==> src/rtl/radix_digit_converter_macros.svh <==
// ----------------------------------------------------------------------------
// Radix digit converter assertion macros
// Shared concurrent assertion forms, clocked on clock and disabled in reset.
// ----------------------------------------------------------------------------
`ifndef RADIX_DIGIT_CONVERTER_MACROS_SVH
`define RADIX_DIGIT_CONVERTER_MACROS_SVH

// Same-cycle implication.
`define RDC_ASSERT_IMPLY(label, ante, cons, msg) \
   label: assert property (@(posedge clock) disable iff (reset) (ante) |-> (cons)) \
      else $error(msg);

// Next-cycle implication.
`define RDC_ASSERT_NEXT(label, ante, cons, msg) \
   label: assert property (@(posedge clock) disable iff (reset) (ante) |=> (cons)) \
      else $error(msg);

`endif

==> src/rtl/rdc_pkg.sv <==
// ----------------------------------------------------------------------------
// Radix digit converter package
// Widths, digit store geometry, reciprocal table, shared types and helpers.
// ----------------------------------------------------------------------------
`timescale 1ns / 1ps

package rdc_pkg;

   localparam int VALUE_BITS = 31;
   localparam int MAX_DIGITS = 31;
   localparam int RADIX_BITS = 6;
   localparam int DIGIT_BITS = 6;
   localparam int CHAR_BITS  = 7;

   localparam logic [RADIX_BITS-1:0] RADIX_MIN   = 6'd2;
   localparam logic [RADIX_BITS-1:0] RADIX_MAX   = 6'd36;
   localparam logic [RADIX_BITS-1:0] RADIX_RESET = 6'd2;

   localparam logic [DIGIT_BITS-1:0] DIGIT_TEN  = 6'd10;
   localparam logic [CHAR_BITS-1:0]  CHAR_ZERO  = 7'd48;  // '0'
   localparam logic [CHAR_BITS-1:0]  CHAR_ALPHA = 7'd55;  // 'A' minus ten

   localparam int COUNT_BITS      = $clog2(MAX_DIGITS + 1);
   localparam int IDX_BITS        = (MAX_DIGITS > 1) ? $clog2(MAX_DIGITS) : 1;
   localparam int BANK_DEPTH      = 2 ** IDX_BITS;
   localparam int SLOT_BITS       = 1;
   localparam int JOB_SLOTS       = 2 ** SLOT_BITS;
   localparam int LEVEL_BITS      = $clog2(JOB_SLOTS + 1);
   localparam int STORE_DEPTH     = JOB_SLOTS * BANK_DEPTH;
   localparam int STORE_ADDR_BITS = SLOT_BITS + IDX_BITS;

   // Remainder before correction stays below twice the radix.
   localparam int REM_BITS   = RADIX_BITS + 1;
   // Scaled reciprocal keeps the quotient estimate within one of exact.
   localparam int RECIP_BITS = VALUE_BITS + 1;
   localparam logic [RECIP_BITS:0] RECIP_NUM = {1'b1, {RECIP_BITS{1'b0}}};

   localparam logic [RECIP_BITS-1:0] RECIP_TABLE [RADIX_MIN:RADIX_MAX] = '{
      RECIP_BITS'(RECIP_NUM / 2),  RECIP_BITS'(RECIP_NUM / 3),  RECIP_BITS'(RECIP_NUM / 4),
      RECIP_BITS'(RECIP_NUM / 5),  RECIP_BITS'(RECIP_NUM / 6),  RECIP_BITS'(RECIP_NUM / 7),
      RECIP_BITS'(RECIP_NUM / 8),  RECIP_BITS'(RECIP_NUM / 9),  RECIP_BITS'(RECIP_NUM / 10),
      RECIP_BITS'(RECIP_NUM / 11), RECIP_BITS'(RECIP_NUM / 12), RECIP_BITS'(RECIP_NUM / 13),
      RECIP_BITS'(RECIP_NUM / 14), RECIP_BITS'(RECIP_NUM / 15), RECIP_BITS'(RECIP_NUM / 16),
      RECIP_BITS'(RECIP_NUM / 17), RECIP_BITS'(RECIP_NUM / 18), RECIP_BITS'(RECIP_NUM / 19),
      RECIP_BITS'(RECIP_NUM / 20), RECIP_BITS'(RECIP_NUM / 21), RECIP_BITS'(RECIP_NUM / 22),
      RECIP_BITS'(RECIP_NUM / 23), RECIP_BITS'(RECIP_NUM / 24), RECIP_BITS'(RECIP_NUM / 25),
      RECIP_BITS'(RECIP_NUM / 26), RECIP_BITS'(RECIP_NUM / 27), RECIP_BITS'(RECIP_NUM / 28),
      RECIP_BITS'(RECIP_NUM / 29), RECIP_BITS'(RECIP_NUM / 30), RECIP_BITS'(RECIP_NUM / 31),
      RECIP_BITS'(RECIP_NUM / 32), RECIP_BITS'(RECIP_NUM / 33), RECIP_BITS'(RECIP_NUM / 34),
      RECIP_BITS'(RECIP_NUM / 35), RECIP_BITS'(RECIP_NUM / 36)
   };

   typedef enum logic [1:0] {
      FR_IDLE,
      FR_MUL,
      FR_FIX
   } front_state_type;

   typedef enum logic [1:0] {
      BK_IDLE,
      BK_READ,
      BK_SHOW
   } back_state_type;

   typedef struct packed {
      logic                  push;
      logic [COUNT_BITS-1:0] count;
   } job_push_type;

   typedef struct packed {
      logic                  full;
      logic                  empty;
      logic [COUNT_BITS-1:0] head_count;
      logic [SLOT_BITS-1:0]  head_slot;
      logic [SLOT_BITS-1:0]  tail_slot;
   } job_status_type;

   function automatic logic [RADIX_BITS-1:0] clamp_radix(input logic [RADIX_BITS-1:0] r);
      logic [RADIX_BITS-1:0] eff;
      eff = r;
      if (r < RADIX_MIN) begin
         eff = RADIX_MIN;
      end else if (r > RADIX_MAX) begin
         eff = RADIX_MAX;
      end
      return eff;
   endfunction

   function automatic logic [CHAR_BITS-1:0] digit_to_ascii(input logic [DIGIT_BITS-1:0] d);
      logic [CHAR_BITS-1:0] d_ext;
      d_ext = CHAR_BITS'(d);
      if (d < DIGIT_TEN) begin
         return CHAR_ZERO + d_ext;
      end
      return CHAR_ALPHA + d_ext;
   endfunction

endpackage

==> src/rtl/rdc_channels.sv <==
// ----------------------------------------------------------------------------
// Radix digit converter channels
// Valid/ready interfaces for the request, response and register write ports.
// ----------------------------------------------------------------------------
`timescale 1ns / 1ps

interface rdc_req_if;
   logic                            valid;
   logic                            ready;
   logic [rdc_pkg::VALUE_BITS-1:0]  value;

   modport source (output valid, output value, input ready);
   modport sink   (input valid, input value, output ready);
endinterface

interface rdc_rsp_if;
   logic                            valid;
   logic                            ready;
   logic [rdc_pkg::CHAR_BITS-1:0]   digit_char;
   logic                            last_digit;

   modport source (output valid, output digit_char, output last_digit, input ready);
   modport sink   (input valid, input digit_char, input last_digit, output ready);
endinterface

interface rdc_csr_if;
   logic                            valid;
   logic                            ready;
   logic [rdc_pkg::RADIX_BITS-1:0]  radix;

   modport source (output valid, output radix, input ready);
   modport sink   (input valid, input radix, output ready);
endinterface

==> src/rtl/rdc_ram.sv <==
// ----------------------------------------------------------------------------
// Generic RAM
// One write port, one read port, registered read data, no reset.
// ----------------------------------------------------------------------------
`timescale 1ns / 1ps

module rdc_ram #(
   parameter int WIDTH = 8,
   parameter int DEPTH = 64
) (
   input  logic                                         clock,
   input  logic                                         wr_en,
   input  logic [((DEPTH > 1) ? $clog2(DEPTH) : 1)-1:0] wr_addr,
   input  logic [WIDTH-1:0]                             wr_data,
   input  logic [((DEPTH > 1) ? $clog2(DEPTH) : 1)-1:0] rd_addr,
   output logic [WIDTH-1:0]                             rd_data
);

   logic [WIDTH-1:0] mem_ff [DEPTH];
   logic [WIDTH-1:0] rd_data_ff;

   always_ff @(posedge clock) begin
      if (wr_en) begin
         mem_ff[wr_addr] <= wr_data;
      end
      rd_data_ff <= mem_ff[rd_addr];
   end

   assign rd_data = rd_data_ff;

endmodule

==> src/rtl/rdc_front.sv <==
// ----------------------------------------------------------------------------
// Radix digit converter front end
// Accepts a value and peels off digits, least significant first, by
// reciprocal multiply and one-step remainder correction into a free bank.
// ----------------------------------------------------------------------------
`timescale 1ns / 1ps
`include "radix_digit_converter_macros.svh"

module rdc_front (
   input  logic                                  clock,
   input  logic                                  reset,
   input  logic [rdc_pkg::RADIX_BITS-1:0]        radix,
   rdc_req_if.sink                               req_chan,
   input  rdc_pkg::job_status_type               job_status,
   output rdc_pkg::job_push_type                 job_push,
   output logic                                  store_wr_en,
   output logic [rdc_pkg::STORE_ADDR_BITS-1:0]   store_wr_addr,
   output logic [rdc_pkg::DIGIT_BITS-1:0]        store_wr_data
);

   localparam int PROD_BITS = rdc_pkg::VALUE_BITS + rdc_pkg::RECIP_BITS;
   localparam int RPROD_BITS = rdc_pkg::REM_BITS + rdc_pkg::RADIX_BITS;

   rdc_pkg::front_state_type state_ff, state_in;

   logic [rdc_pkg::VALUE_BITS-1:0] quo_ff, quo_in;
   logic [rdc_pkg::VALUE_BITS-1:0] qest_ff, qest_in;
   logic [rdc_pkg::COUNT_BITS-1:0] count_ff, count_in;

   logic                           accept;
   logic [rdc_pkg::RADIX_BITS-1:0] eff_radix;
   logic [rdc_pkg::RECIP_BITS-1:0] recip;
   logic [PROD_BITS-1:0]           mul_full;
   logic [RPROD_BITS-1:0]          rem_prod;
   logic [rdc_pkg::REM_BITS-1:0]   rem_raw;
   logic [rdc_pkg::REM_BITS-1:0]   rem_fix;
   logic                           rem_big;
   logic [rdc_pkg::VALUE_BITS-1:0] quo_next;
   logic                           has_room;
   logic [rdc_pkg::COUNT_BITS-1:0] count_step;

   assign eff_radix = rdc_pkg::clamp_radix(radix);
   assign recip     = rdc_pkg::RECIP_TABLE[eff_radix];

   // Quotient estimate: floor(x * recip / 2^RECIP_BITS) is exact or one short.
   assign mul_full = PROD_BITS'(quo_ff) * PROD_BITS'(recip);
   assign qest_in  = mul_full[PROD_BITS-1:rdc_pkg::RECIP_BITS];

   // Remainder fits in the low bits, so subtract there only.
   assign rem_prod = RPROD_BITS'(qest_ff[rdc_pkg::REM_BITS-1:0]) * RPROD_BITS'(eff_radix);
   assign rem_raw  = quo_ff[rdc_pkg::REM_BITS-1:0] - rem_prod[rdc_pkg::REM_BITS-1:0];
   assign rem_big  = rem_raw >= rdc_pkg::REM_BITS'(eff_radix);
   assign rem_fix  = rem_big ? (rem_raw - rdc_pkg::REM_BITS'(eff_radix)) : rem_raw;
   assign quo_next = qest_ff + rdc_pkg::VALUE_BITS'(rem_big);

   assign has_room   = count_ff < rdc_pkg::COUNT_BITS'(rdc_pkg::MAX_DIGITS);
   assign count_step = has_room ? (count_ff + rdc_pkg::COUNT_BITS'(1)) : count_ff;

   always_ff @(posedge clock) begin
      if (reset) begin
         state_ff <= rdc_pkg::FR_IDLE;
         count_ff <= '0;
      end else begin
         state_ff <= state_in;
         count_ff <= count_in;
      end
   end

   always_ff @(posedge clock) begin
      quo_ff  <= quo_in;
      qest_ff <= qest_in;
   end

   always_comb begin
      state_in = state_ff;
      case (state_ff)
         rdc_pkg::FR_IDLE: begin
            if (accept) begin
               state_in = rdc_pkg::FR_MUL;
            end
         end
         rdc_pkg::FR_MUL: begin
            state_in = rdc_pkg::FR_FIX;
         end
         rdc_pkg::FR_FIX: begin
            if (quo_next == '0) begin
               state_in = rdc_pkg::FR_IDLE;
            end else begin
               state_in = rdc_pkg::FR_MUL;
            end
         end
         default: begin
            state_in = rdc_pkg::FR_IDLE;
         end
      endcase
   end

   always_comb begin
      req_chan.ready = 1'b0;
      accept         = 1'b0;
      quo_in         = quo_ff;
      count_in       = count_ff;
      store_wr_en    = 1'b0;
      job_push.push  = 1'b0;
      job_push.count = count_step;
      case (state_ff)
         rdc_pkg::FR_IDLE: begin
            // A free bank exists only while the job queue has a slot.
            req_chan.ready = !job_status.full;
            accept         = req_chan.valid && !job_status.full;
            if (accept) begin
               quo_in   = req_chan.value;
               count_in = '0;
            end
         end
         rdc_pkg::FR_MUL: begin
         end
         rdc_pkg::FR_FIX: begin
            // Drop digits beyond MAX_DIGITS per value.
            store_wr_en   = has_room;
            quo_in        = quo_next;
            count_in      = count_step;
            job_push.push = quo_next == '0;
         end
         default: begin
         end
      endcase
   end

   assign store_wr_addr = {job_status.tail_slot, count_ff[rdc_pkg::IDX_BITS-1:0]};
   assign store_wr_data = rem_fix[rdc_pkg::DIGIT_BITS-1:0];

   `RDC_ASSERT_IMPLY(a_rem_in_range, state_ff == rdc_pkg::FR_FIX,
      rem_fix < rdc_pkg::REM_BITS'(eff_radix), "corrected remainder not below radix")
   `RDC_ASSERT_IMPLY(a_accept_has_slot, accept, !job_status.full,
      "value taken with no free digit bank")

endmodule

==> src/rtl/rdc_job_fifo.sv <==
// ----------------------------------------------------------------------------
// Radix digit converter job queue
// Two-slot queue of finished digit counts; the slot index names the bank.
// ----------------------------------------------------------------------------
`timescale 1ns / 1ps
`include "radix_digit_converter_macros.svh"

module rdc_job_fifo (
   input  logic                    clock,
   input  logic                    reset,
   input  rdc_pkg::job_push_type   job_push,
   input  logic                    pop,
   output rdc_pkg::job_status_type job_status
);

   logic [rdc_pkg::COUNT_BITS-1:0] count_mem_ff [rdc_pkg::JOB_SLOTS];
   logic [rdc_pkg::SLOT_BITS-1:0]  wr_ptr_ff, wr_ptr_in;
   logic [rdc_pkg::SLOT_BITS-1:0]  rd_ptr_ff, rd_ptr_in;
   logic [rdc_pkg::LEVEL_BITS-1:0] level_ff, level_in;

   always_ff @(posedge clock) begin
      if (reset) begin
         wr_ptr_ff <= '0;
         rd_ptr_ff <= '0;
         level_ff  <= '0;
      end else begin
         wr_ptr_ff <= wr_ptr_in;
         rd_ptr_ff <= rd_ptr_in;
         level_ff  <= level_in;
      end
   end

   always_ff @(posedge clock) begin
      if (job_push.push) begin
         count_mem_ff[wr_ptr_ff] <= job_push.count;
      end
   end

   always_comb begin
      wr_ptr_in = job_push.push ? (wr_ptr_ff + rdc_pkg::SLOT_BITS'(1)) : wr_ptr_ff;
      rd_ptr_in = pop ? (rd_ptr_ff + rdc_pkg::SLOT_BITS'(1)) : rd_ptr_ff;
      case ({job_push.push, pop})
         2'b10:   level_in = level_ff + rdc_pkg::LEVEL_BITS'(1);
         2'b01:   level_in = level_ff - rdc_pkg::LEVEL_BITS'(1);
         default: level_in = level_ff;
      endcase
   end

   assign job_status.full       = level_ff == rdc_pkg::LEVEL_BITS'(rdc_pkg::JOB_SLOTS);
   assign job_status.empty      = level_ff == '0;
   assign job_status.head_count = count_mem_ff[rd_ptr_ff];
   assign job_status.head_slot  = rd_ptr_ff;
   assign job_status.tail_slot  = wr_ptr_ff;

   `RDC_ASSERT_IMPLY(a_push_not_full, job_push.push, !job_status.full,
      "job pushed into a full queue")
   `RDC_ASSERT_IMPLY(a_pop_not_empty, pop, !job_status.empty,
      "job popped from an empty queue")

endmodule

==> src/rtl/rdc_back.sv <==
// ----------------------------------------------------------------------------
// Radix digit converter back end
// Reads the head job's bank most significant digit first and sends one
// ASCII character per beat, flagging the last one.
// ----------------------------------------------------------------------------
`timescale 1ns / 1ps
`include "radix_digit_converter_macros.svh"

module rdc_back (
   input  logic                                  clock,
   input  logic                                  reset,
   input  rdc_pkg::job_status_type               job_status,
   output logic                                  pop,
   output logic [rdc_pkg::STORE_ADDR_BITS-1:0]   store_rd_addr,
   input  logic [rdc_pkg::DIGIT_BITS-1:0]        store_rd_data,
   rdc_rsp_if.source                             rsp_chan
);

   rdc_pkg::back_state_type state_ff, state_in;

   logic [rdc_pkg::IDX_BITS-1:0]   idx_ff, idx_in;
   logic [rdc_pkg::COUNT_BITS-1:0] head_less;
   logic                           at_last;
   logic                           beat;

   assign head_less = job_status.head_count - rdc_pkg::COUNT_BITS'(1);
   assign at_last   = idx_ff == '0;
   assign beat      = rsp_chan.valid && rsp_chan.ready;

   always_ff @(posedge clock) begin
      if (reset) begin
         state_ff <= rdc_pkg::BK_IDLE;
         idx_ff   <= '0;
      end else begin
         state_ff <= state_in;
         idx_ff   <= idx_in;
      end
   end

   always_comb begin
      state_in = state_ff;
      case (state_ff)
         rdc_pkg::BK_IDLE: begin
            if (!job_status.empty) begin
               state_in = rdc_pkg::BK_READ;
            end
         end
         rdc_pkg::BK_READ: begin
            state_in = rdc_pkg::BK_SHOW;
         end
         rdc_pkg::BK_SHOW: begin
            if (rsp_chan.ready) begin
               state_in = at_last ? rdc_pkg::BK_IDLE : rdc_pkg::BK_READ;
            end
         end
         default: begin
            state_in = rdc_pkg::BK_IDLE;
         end
      endcase
   end

   always_comb begin
      rsp_chan.valid = 1'b0;
      pop            = 1'b0;
      idx_in         = idx_ff;
      case (state_ff)
         rdc_pkg::BK_IDLE: begin
            if (!job_status.empty) begin
               idx_in = head_less[rdc_pkg::IDX_BITS-1:0];
            end
         end
         rdc_pkg::BK_READ: begin
         end
         rdc_pkg::BK_SHOW: begin
            rsp_chan.valid = 1'b1;
            // Hold the bank until its last beat so the front cannot reuse it.
            if (rsp_chan.ready) begin
               pop = at_last;
               if (!at_last) begin
                  idx_in = idx_ff - rdc_pkg::IDX_BITS'(1);
               end
            end
         end
         default: begin
         end
      endcase
   end

   assign store_rd_addr       = {job_status.head_slot, idx_ff};
   assign rsp_chan.digit_char = rdc_pkg::digit_to_ascii(store_rd_data);
   assign rsp_chan.last_digit = at_last;

   `RDC_ASSERT_IMPLY(a_valid_has_job, rsp_chan.valid, !job_status.empty,
      "character shown with no job at the queue head")
   `RDC_ASSERT_NEXT(a_last_returns_idle, beat && rsp_chan.last_digit,
      state_ff == rdc_pkg::BK_IDLE, "back end busy after the last beat")

endmodule

==> src/rtl/radix_digit_converter.sv <==
// ----------------------------------------------------------------------------
// Radix digit converter
// Output starts once the front has pushed every digit of a value.
// The front works each digit in a multiply and a correction state on its
// one reciprocal multiplier; the back reads each character from the digit
// store read port, then shows it. The two overlap on separate banks.
// Reset: synchronous; radix returns to 2, queue and both sequencers go idle.
// ----------------------------------------------------------------------------
`timescale 1ns / 1ps

module radix_digit_converter (
   input  logic        clock,
   input  logic        reset,
   rdc_req_if.sink     req_chan,
   rdc_rsp_if.source   rsp_chan,
   rdc_csr_if.sink     csr_chan
);

   logic [rdc_pkg::RADIX_BITS-1:0]      radix_ff, radix_in;
   rdc_pkg::job_push_type               job_push;
   rdc_pkg::job_status_type             job_status;
   logic                                pop;
   logic                                store_wr_en;
   logic [rdc_pkg::STORE_ADDR_BITS-1:0] store_wr_addr;
   logic [rdc_pkg::DIGIT_BITS-1:0]      store_wr_data;
   logic [rdc_pkg::STORE_ADDR_BITS-1:0] store_rd_addr;
   logic [rdc_pkg::DIGIT_BITS-1:0]      store_rd_data;

   assign csr_chan.ready = 1'b1;
   assign radix_in = (csr_chan.valid && csr_chan.ready) ? csr_chan.radix : radix_ff;

   always_ff @(posedge clock) begin
      if (reset) begin
         radix_ff <= rdc_pkg::RADIX_RESET;
      end else begin
         radix_ff <= radix_in;
      end
   end

   rdc_front u_front (
      .clock         (clock),
      .reset         (reset),
      .radix         (radix_ff),
      .req_chan      (req_chan),
      .job_status    (job_status),
      .job_push      (job_push),
      .store_wr_en   (store_wr_en),
      .store_wr_addr (store_wr_addr),
      .store_wr_data (store_wr_data)
   );

   rdc_ram #(
      .WIDTH (rdc_pkg::DIGIT_BITS),
      .DEPTH (rdc_pkg::STORE_DEPTH)
   ) u_digit_store (
      .clock   (clock),
      .wr_en   (store_wr_en),
      .wr_addr (store_wr_addr),
      .wr_data (store_wr_data),
      .rd_addr (store_rd_addr),
      .rd_data (store_rd_data)
   );

   rdc_job_fifo u_job_fifo (
      .clock      (clock),
      .reset      (reset),
      .job_push   (job_push),
      .pop        (pop),
      .job_status (job_status)
   );

   rdc_back u_back (
      .clock         (clock),
      .reset         (reset),
      .job_status    (job_status),
      .pop           (pop),
      .store_rd_addr (store_rd_addr),
      .store_rd_data (store_rd_data),
      .rsp_chan      (rsp_chan)
   );

endmodule

==> src/flat_wrapper.sv <==
// flat-port wrapper written by rule: the top's interface ports become plain ports
module radix_digit_converter_flat 
  (clock, reset, req_chan_valid, req_chan_value, req_chan_ready, rsp_chan_valid, rsp_chan_digit_char, rsp_chan_last_digit, rsp_chan_ready, csr_chan_valid, csr_chan_radix, csr_chan_ready);
  rdc_req_if req_chan_i ();
  rdc_rsp_if rsp_chan_i ();
  rdc_csr_if csr_chan_i ();
  input  logic clock;
  input  logic reset;
  input wire logic [$bits(req_chan_i.valid)-1:0] req_chan_valid;
  input wire logic [$bits(req_chan_i.value)-1:0] req_chan_value;
  output wire logic [$bits(req_chan_i.ready)-1:0] req_chan_ready;
  output wire logic [$bits(rsp_chan_i.valid)-1:0] rsp_chan_valid;
  output wire logic [$bits(rsp_chan_i.digit_char)-1:0] rsp_chan_digit_char;
  output wire logic [$bits(rsp_chan_i.last_digit)-1:0] rsp_chan_last_digit;
  input wire logic [$bits(rsp_chan_i.ready)-1:0] rsp_chan_ready;
  input wire logic [$bits(csr_chan_i.valid)-1:0] csr_chan_valid;
  input wire logic [$bits(csr_chan_i.radix)-1:0] csr_chan_radix;
  output wire logic [$bits(csr_chan_i.ready)-1:0] csr_chan_ready;
  assign req_chan_i.valid = req_chan_valid;
  assign req_chan_i.value = req_chan_value;
  assign req_chan_ready = req_chan_i.ready;
  assign rsp_chan_valid = rsp_chan_i.valid;
  assign rsp_chan_digit_char = rsp_chan_i.digit_char;
  assign rsp_chan_last_digit = rsp_chan_i.last_digit;
  assign rsp_chan_i.ready = rsp_chan_ready;
  assign csr_chan_i.valid = csr_chan_valid;
  assign csr_chan_i.radix = csr_chan_radix;
  assign csr_chan_ready = csr_chan_i.ready;
  radix_digit_converter u_core (.clock(clock), .reset(reset), .req_chan(req_chan_i), .rsp_chan(rsp_chan_i), .csr_chan(csr_chan_i));
endmodule
==> config.mk <==
export PLATFORM = sky130hd
export DESIGN_NAME = radix_digit_converter_flat
export DESIGN_NICKNAME = d
export VERILOG_FILES = /design/src/rtl/rdc_pkg.sv /design/src/rtl/rdc_channels.sv /design/src/rtl/rdc_ram.sv /design/src/rtl/rdc_front.sv /design/src/rtl/rdc_job_fifo.sv /design/src/rtl/rdc_back.sv /design/src/rtl/radix_digit_converter.sv /design/src/flat_wrapper.sv
export VERILOG_INCLUDE_DIRS = /design/src /design/src/rtl
export SDC_FILE = /design/constraint.sdc
export NUM_CORES = 2
export LEC_CHECK = 0
export BUFFER_PORTS_ARGS = -buffer_cell sky130_fd_sc_hd__clkbuf_2
export CAP_MARGIN = 20
export CORE_ASPECT_RATIO = 0.7
export CORE_MARGIN = 2
export CORE_UTILIZATION = 49
export DETAILED_ROUTE_END_ITERATION = 8
export PLACE_DENSITY = 0.7
export SLEW_MARGIN = 10
export SYNTH_ARGS = -nofsm -noshare
export SYNTH_HDL_FRONTEND = slang
export SYNTH_SLANG_ARGS = --single-unit
==> constraint.sdc <==
create_clock -name clock -period 9.3 [get_ports clock]
set_input_delay 0.465 -clock clock [delete_from_list [all_inputs] [get_ports clock]]
set_output_delay 0.465 -clock clock [all_outputs]
set_load 0.01 [all_outputs]
==> results.sh <==
export IMPL_worst_slew_pin_slew_ps=1250
export IMPL_grtUsageMet2=0.380
export IMPL_violations="setup timing"
export IMPL_yosysTopAreaCell="fa_1"
export IMPL_die_w_um=398
export IMPL_rsz0062_at_grt="yes"
export IMPL_hold_violations=0
export IMPL_synth_cell_types=81
export IMPL_min_path_cells=3
export IMPL_endpoint="u_core.u_front.qest_ff[20]$_DFF_P_"
export IMPL_antenna_left=0
export IMPL_worstPathArrival_ps=9760
export IMPL_avgSynthCellArea_um2=10.8
export IMPL_final_cell_mix="861 x fa_1, 858 x inv_1, 670 x nand2_1"
export IMPL_cp_max_fo=6
export IMPL_syn_area_um2=53300
export IMPL_htreeDepth=2
export IMPL_num_rows=101
export IMPL_synth_seq_cells=487
export IMPL_grt_first_pass_wirelength_um=221000
export IMPL_grt_usage=0.256
export IMPL_use_met3=0.0458
export IMPL_fin_ws_ps=-8.20
export IMPL_cts_made_buffers=43
export IMPL_final_max_slew_viol_count=0
export IMPL_synth_warning_count=0
export IMPL_routedWlPerCell_um=21.2
export IMPL_grt_pass1_vias=38200
export IMPL_cts_tree="done"
export IMPL_core_area_um2=108000
export IMPL_place_gp_congestion=1.05
export IMPL_synth_ff_type="edfxtp_1"
export IMPL_use_met1=0.399
export IMPL_crit_top_cell="fa_1"
export IMPL_startpoint_type="flip-flop"
export IMPL_status="complete, but fails checks"
export IMPL_drc=0
export IMPL_synthTopCellsByArea="fa_1 33%, edfxtp_1 24%, ha_1 6.9%"
export IMPL_max_clock_freq_mhz=107
export IMPL_cp_end_kind="flip-flop"
export IMPL_hpwlAfterDp_um=110000
export IMPL_grt_max_degree=74
export IMPL_synth_edf_count=425
export IMPL_final_cells=6661
export IMPL_crit_path_start="u_core.radix_ff[3]$_SDFFE_PP0P_"
export IMPL_grt_overflow_total=0
export IMPL_via_per_inst=5.52
export IMPL_fp_dieH_um=280
export IMPL_globalRoute_busiestLayer="met1"
export IMPL_clock_path_buffers=3
export IMPL_worst_setup_path_type="flip-flop to flip-flop"
export IMPL_hold_start="req_chan_value[25]"
export IMPL_fin_crit_ps=9310
export IMPL_slowest_stage="fa_2"
export IMPL_synth_top_cell_area_share=0.329
export IMPL_final_common_cell="fa_1"
export IMPL_synth_cells=4953
export IMPL_seq_area_frac_synth=0.263
export IMPL_start_util=0.493
export IMPL_ys_async_sr_fraction=0
export IMPL_antenna_found_initial=7
export IMPL_fin_crit_sh=1.00
export IMPL_setup_viol=1
export IMPL_skew_ps=26.8
export IMPL_drive_above_1_share=0.167
export IMPL_drtIter0Drc=3726
export IMPL_drtPass1Iterations=6
export IMPL_min_path_type="input pin to flip-flop"
export IMPL_place_inst=6520
export IMPL_cp_data_required_time_ps=9750
export IMPL_pin_count=53
export IMPL_rrSetupSlack_ps=-8
export IMPL_die_area_um2=112000
export IMPL_clockRootBuffer="clkbuf_16"
export IMPL_io_buffers=51
export IMPL_r2r_start="u_core.radix_ff[3]$_SDFFE_PP0P_"
export IMPL_nNetsFinal=6395
export IMPL_route_vias_total=36800
export IMPL_syn_to_final_growth_pct=13.8
export IMPL_path_clk_slew_ps=60
export IMPL_routed_wl_um=141000
export IMPL_drv_cap=0
export IMPL_slew_headroom=0.168
export IMPL_r2r_end="u_core.u_front.qest_ff[20]$_DFF_P_"
export IMPL_clock_sinks=487
export IMPL_clk_insertion_delay_late_ps=590
export IMPL_critical_path_max_stage_delay_ps=600
export IMPL_r2r_cells=39
[cell families (layout without fill, tap and decap cells)]
group	Yosys count	in the layout	synth area share
AND/OR/NAND/NOR	1492	1492	0.135
adder cells (fa/ha/maj)	1172	1172	0.399
buffers and inverters	1163	1415	0.0823
flip-flops	487	487	0.263
AO/OA/AOI/OAI	380	380	0.0456
multiplexers	152	152	0.0582
XOR/XNOR	105	105	0.0172
other	2	16	0.000141
[synth_stat cells (5+ instances only)]
library cell,n
o21bai_1,13
nand2b_1,15
edfxtp_1,425
o31ai_1,5
nand3b_1,6
inv_1,866
and4_1,8
a41oi_1,5
xnor2_1,74
o21a_1,7
buf_1,18
fa_1,877
o21ai_0,95
a21oi_1,105
a31oi_1,21
a211o_1,5
nor2_1,156
a21o_1,45
dfxtp_1,62
nand4_1,20
ha_1,295
mux2_2,5
nand3_1,36
mux4_2,126
nor3_1,17
and2_1,478
or3_1,7
nor4_1,5
and3_1,22
nor2b_1,15
clkbuf_1,264
a22oi_1,5
a221oi_1,8
xor2_1,31
a311oi_1,5
mux2i_1,21
a211oi_1,14
buf_2,11
nand2_1,688
[layer usage]
| metal | vias up | wire length [µm] |
|---|---|---|
| li1 | 16100 | - |
| met1 | 18900 | 62400 |
| met2 | 1669 | 61900 |
| met3 | 171 | 14100 |
| met4 | 4 | 2490 |
| met5 | - | 28 |
[final cells by class]
type | count | area (µm²)
clock inverter | 22 | 199
timing repair buffer | 467 | 4090
tap | 1442 | 1800
sequential | 487 | 14000
fill | 9063 | 47500
clock buffer | 58 | 1180
inverter | 868 | 3260
multi-input combinational | 3314 | 36100
antenna | 3 | 7.51
[how the worst min path moves through the flow]
stage,to,slack [ps]
floorplan,u_core.u_front.state_ff[1]$_SDFFE_PP0P_,470
global route,u_core.radix_ff[1]$_SDFFE_PP1P_,160
global placement,u_core.u_job_fifo.level_ff[1]$_SDFFE_PP0P_,490
CTS,u_core.u_front.quo_ff[1]$_DFFE_PP_,150
finish,u_core.u_front.quo_ff[25]$_DFFE_PP_,180
detailed placement,u_core.u_job_fifo.level_ff[1]$_SDFFE_PP0P_,500
[what timing repair did]
item | CTS | global route
hold buffers | 0 | 0
endpoints found under the setup margin | 26 | 38
pin swaps | 7 | 131
resized for setup | 32 | 215
setup buffers | 6 | 48
gates cloned | 0 | 1
[flip-flops by register name, summed over array words and instances, names as in the netlist, named ones only]
signal	cells
u_core.u_job_fifo.level_ff	2
u_core.u_front.state_ff	2
u_core.u_front.count_ff	5
u_core.radix_ff	6
u_core.u_front.qest_ff	31
u_core.u_front.quo_ff	31
u_core.u_job_fifo.wr_ptr_ff	1
u_core.u_back.idx_ff	5
u_core.u_job_fifo.rd_ptr_ff	1
u_core.u_job_fifo.count_mem_ff	10
u_core.u_digit_store.mem_ff	384
u_core.u_digit_store.rd_data	6
u_core.u_back.state_ff	2
[worst max-delay path: cells and delay by family, from the launching register on]
| kind | cells | cell delay, ps |
|---|---|---|
| AO/OA/AOI/OAI | 9 | 1630 |
| XOR/XNOR | 1 | 130 |
| adder cells (fa/ha/maj) | 10 | 4680 |
| buffers and inverters | 9 | 1120 |
| flip-flops | 1 | 330 |
| AND/OR/NAND/NOR | 10 | 1260 |
[metrics by stage]
step	setup TNS (ps)	instance area (µm²)	util	hold WS [ps]	worst slack [ps]
6_report	-8.20	60700	0.561	175	-8.20
3_5_place_dp	-6320	57700	0.533	500	-630
2_1_floorplan	0	53400	-	471	15.9
4_1_cts	-15.5	59200	0.547	150	-12.8
3_3_place_gp	-2250	57600	0.533	486	-462
5_1_grt	-3510	60700	0.561	158	-274
Power is left out: the tool's default activity adds up to more than one toggle a clock period on the data nets, which glitch-free logic cannot reach.
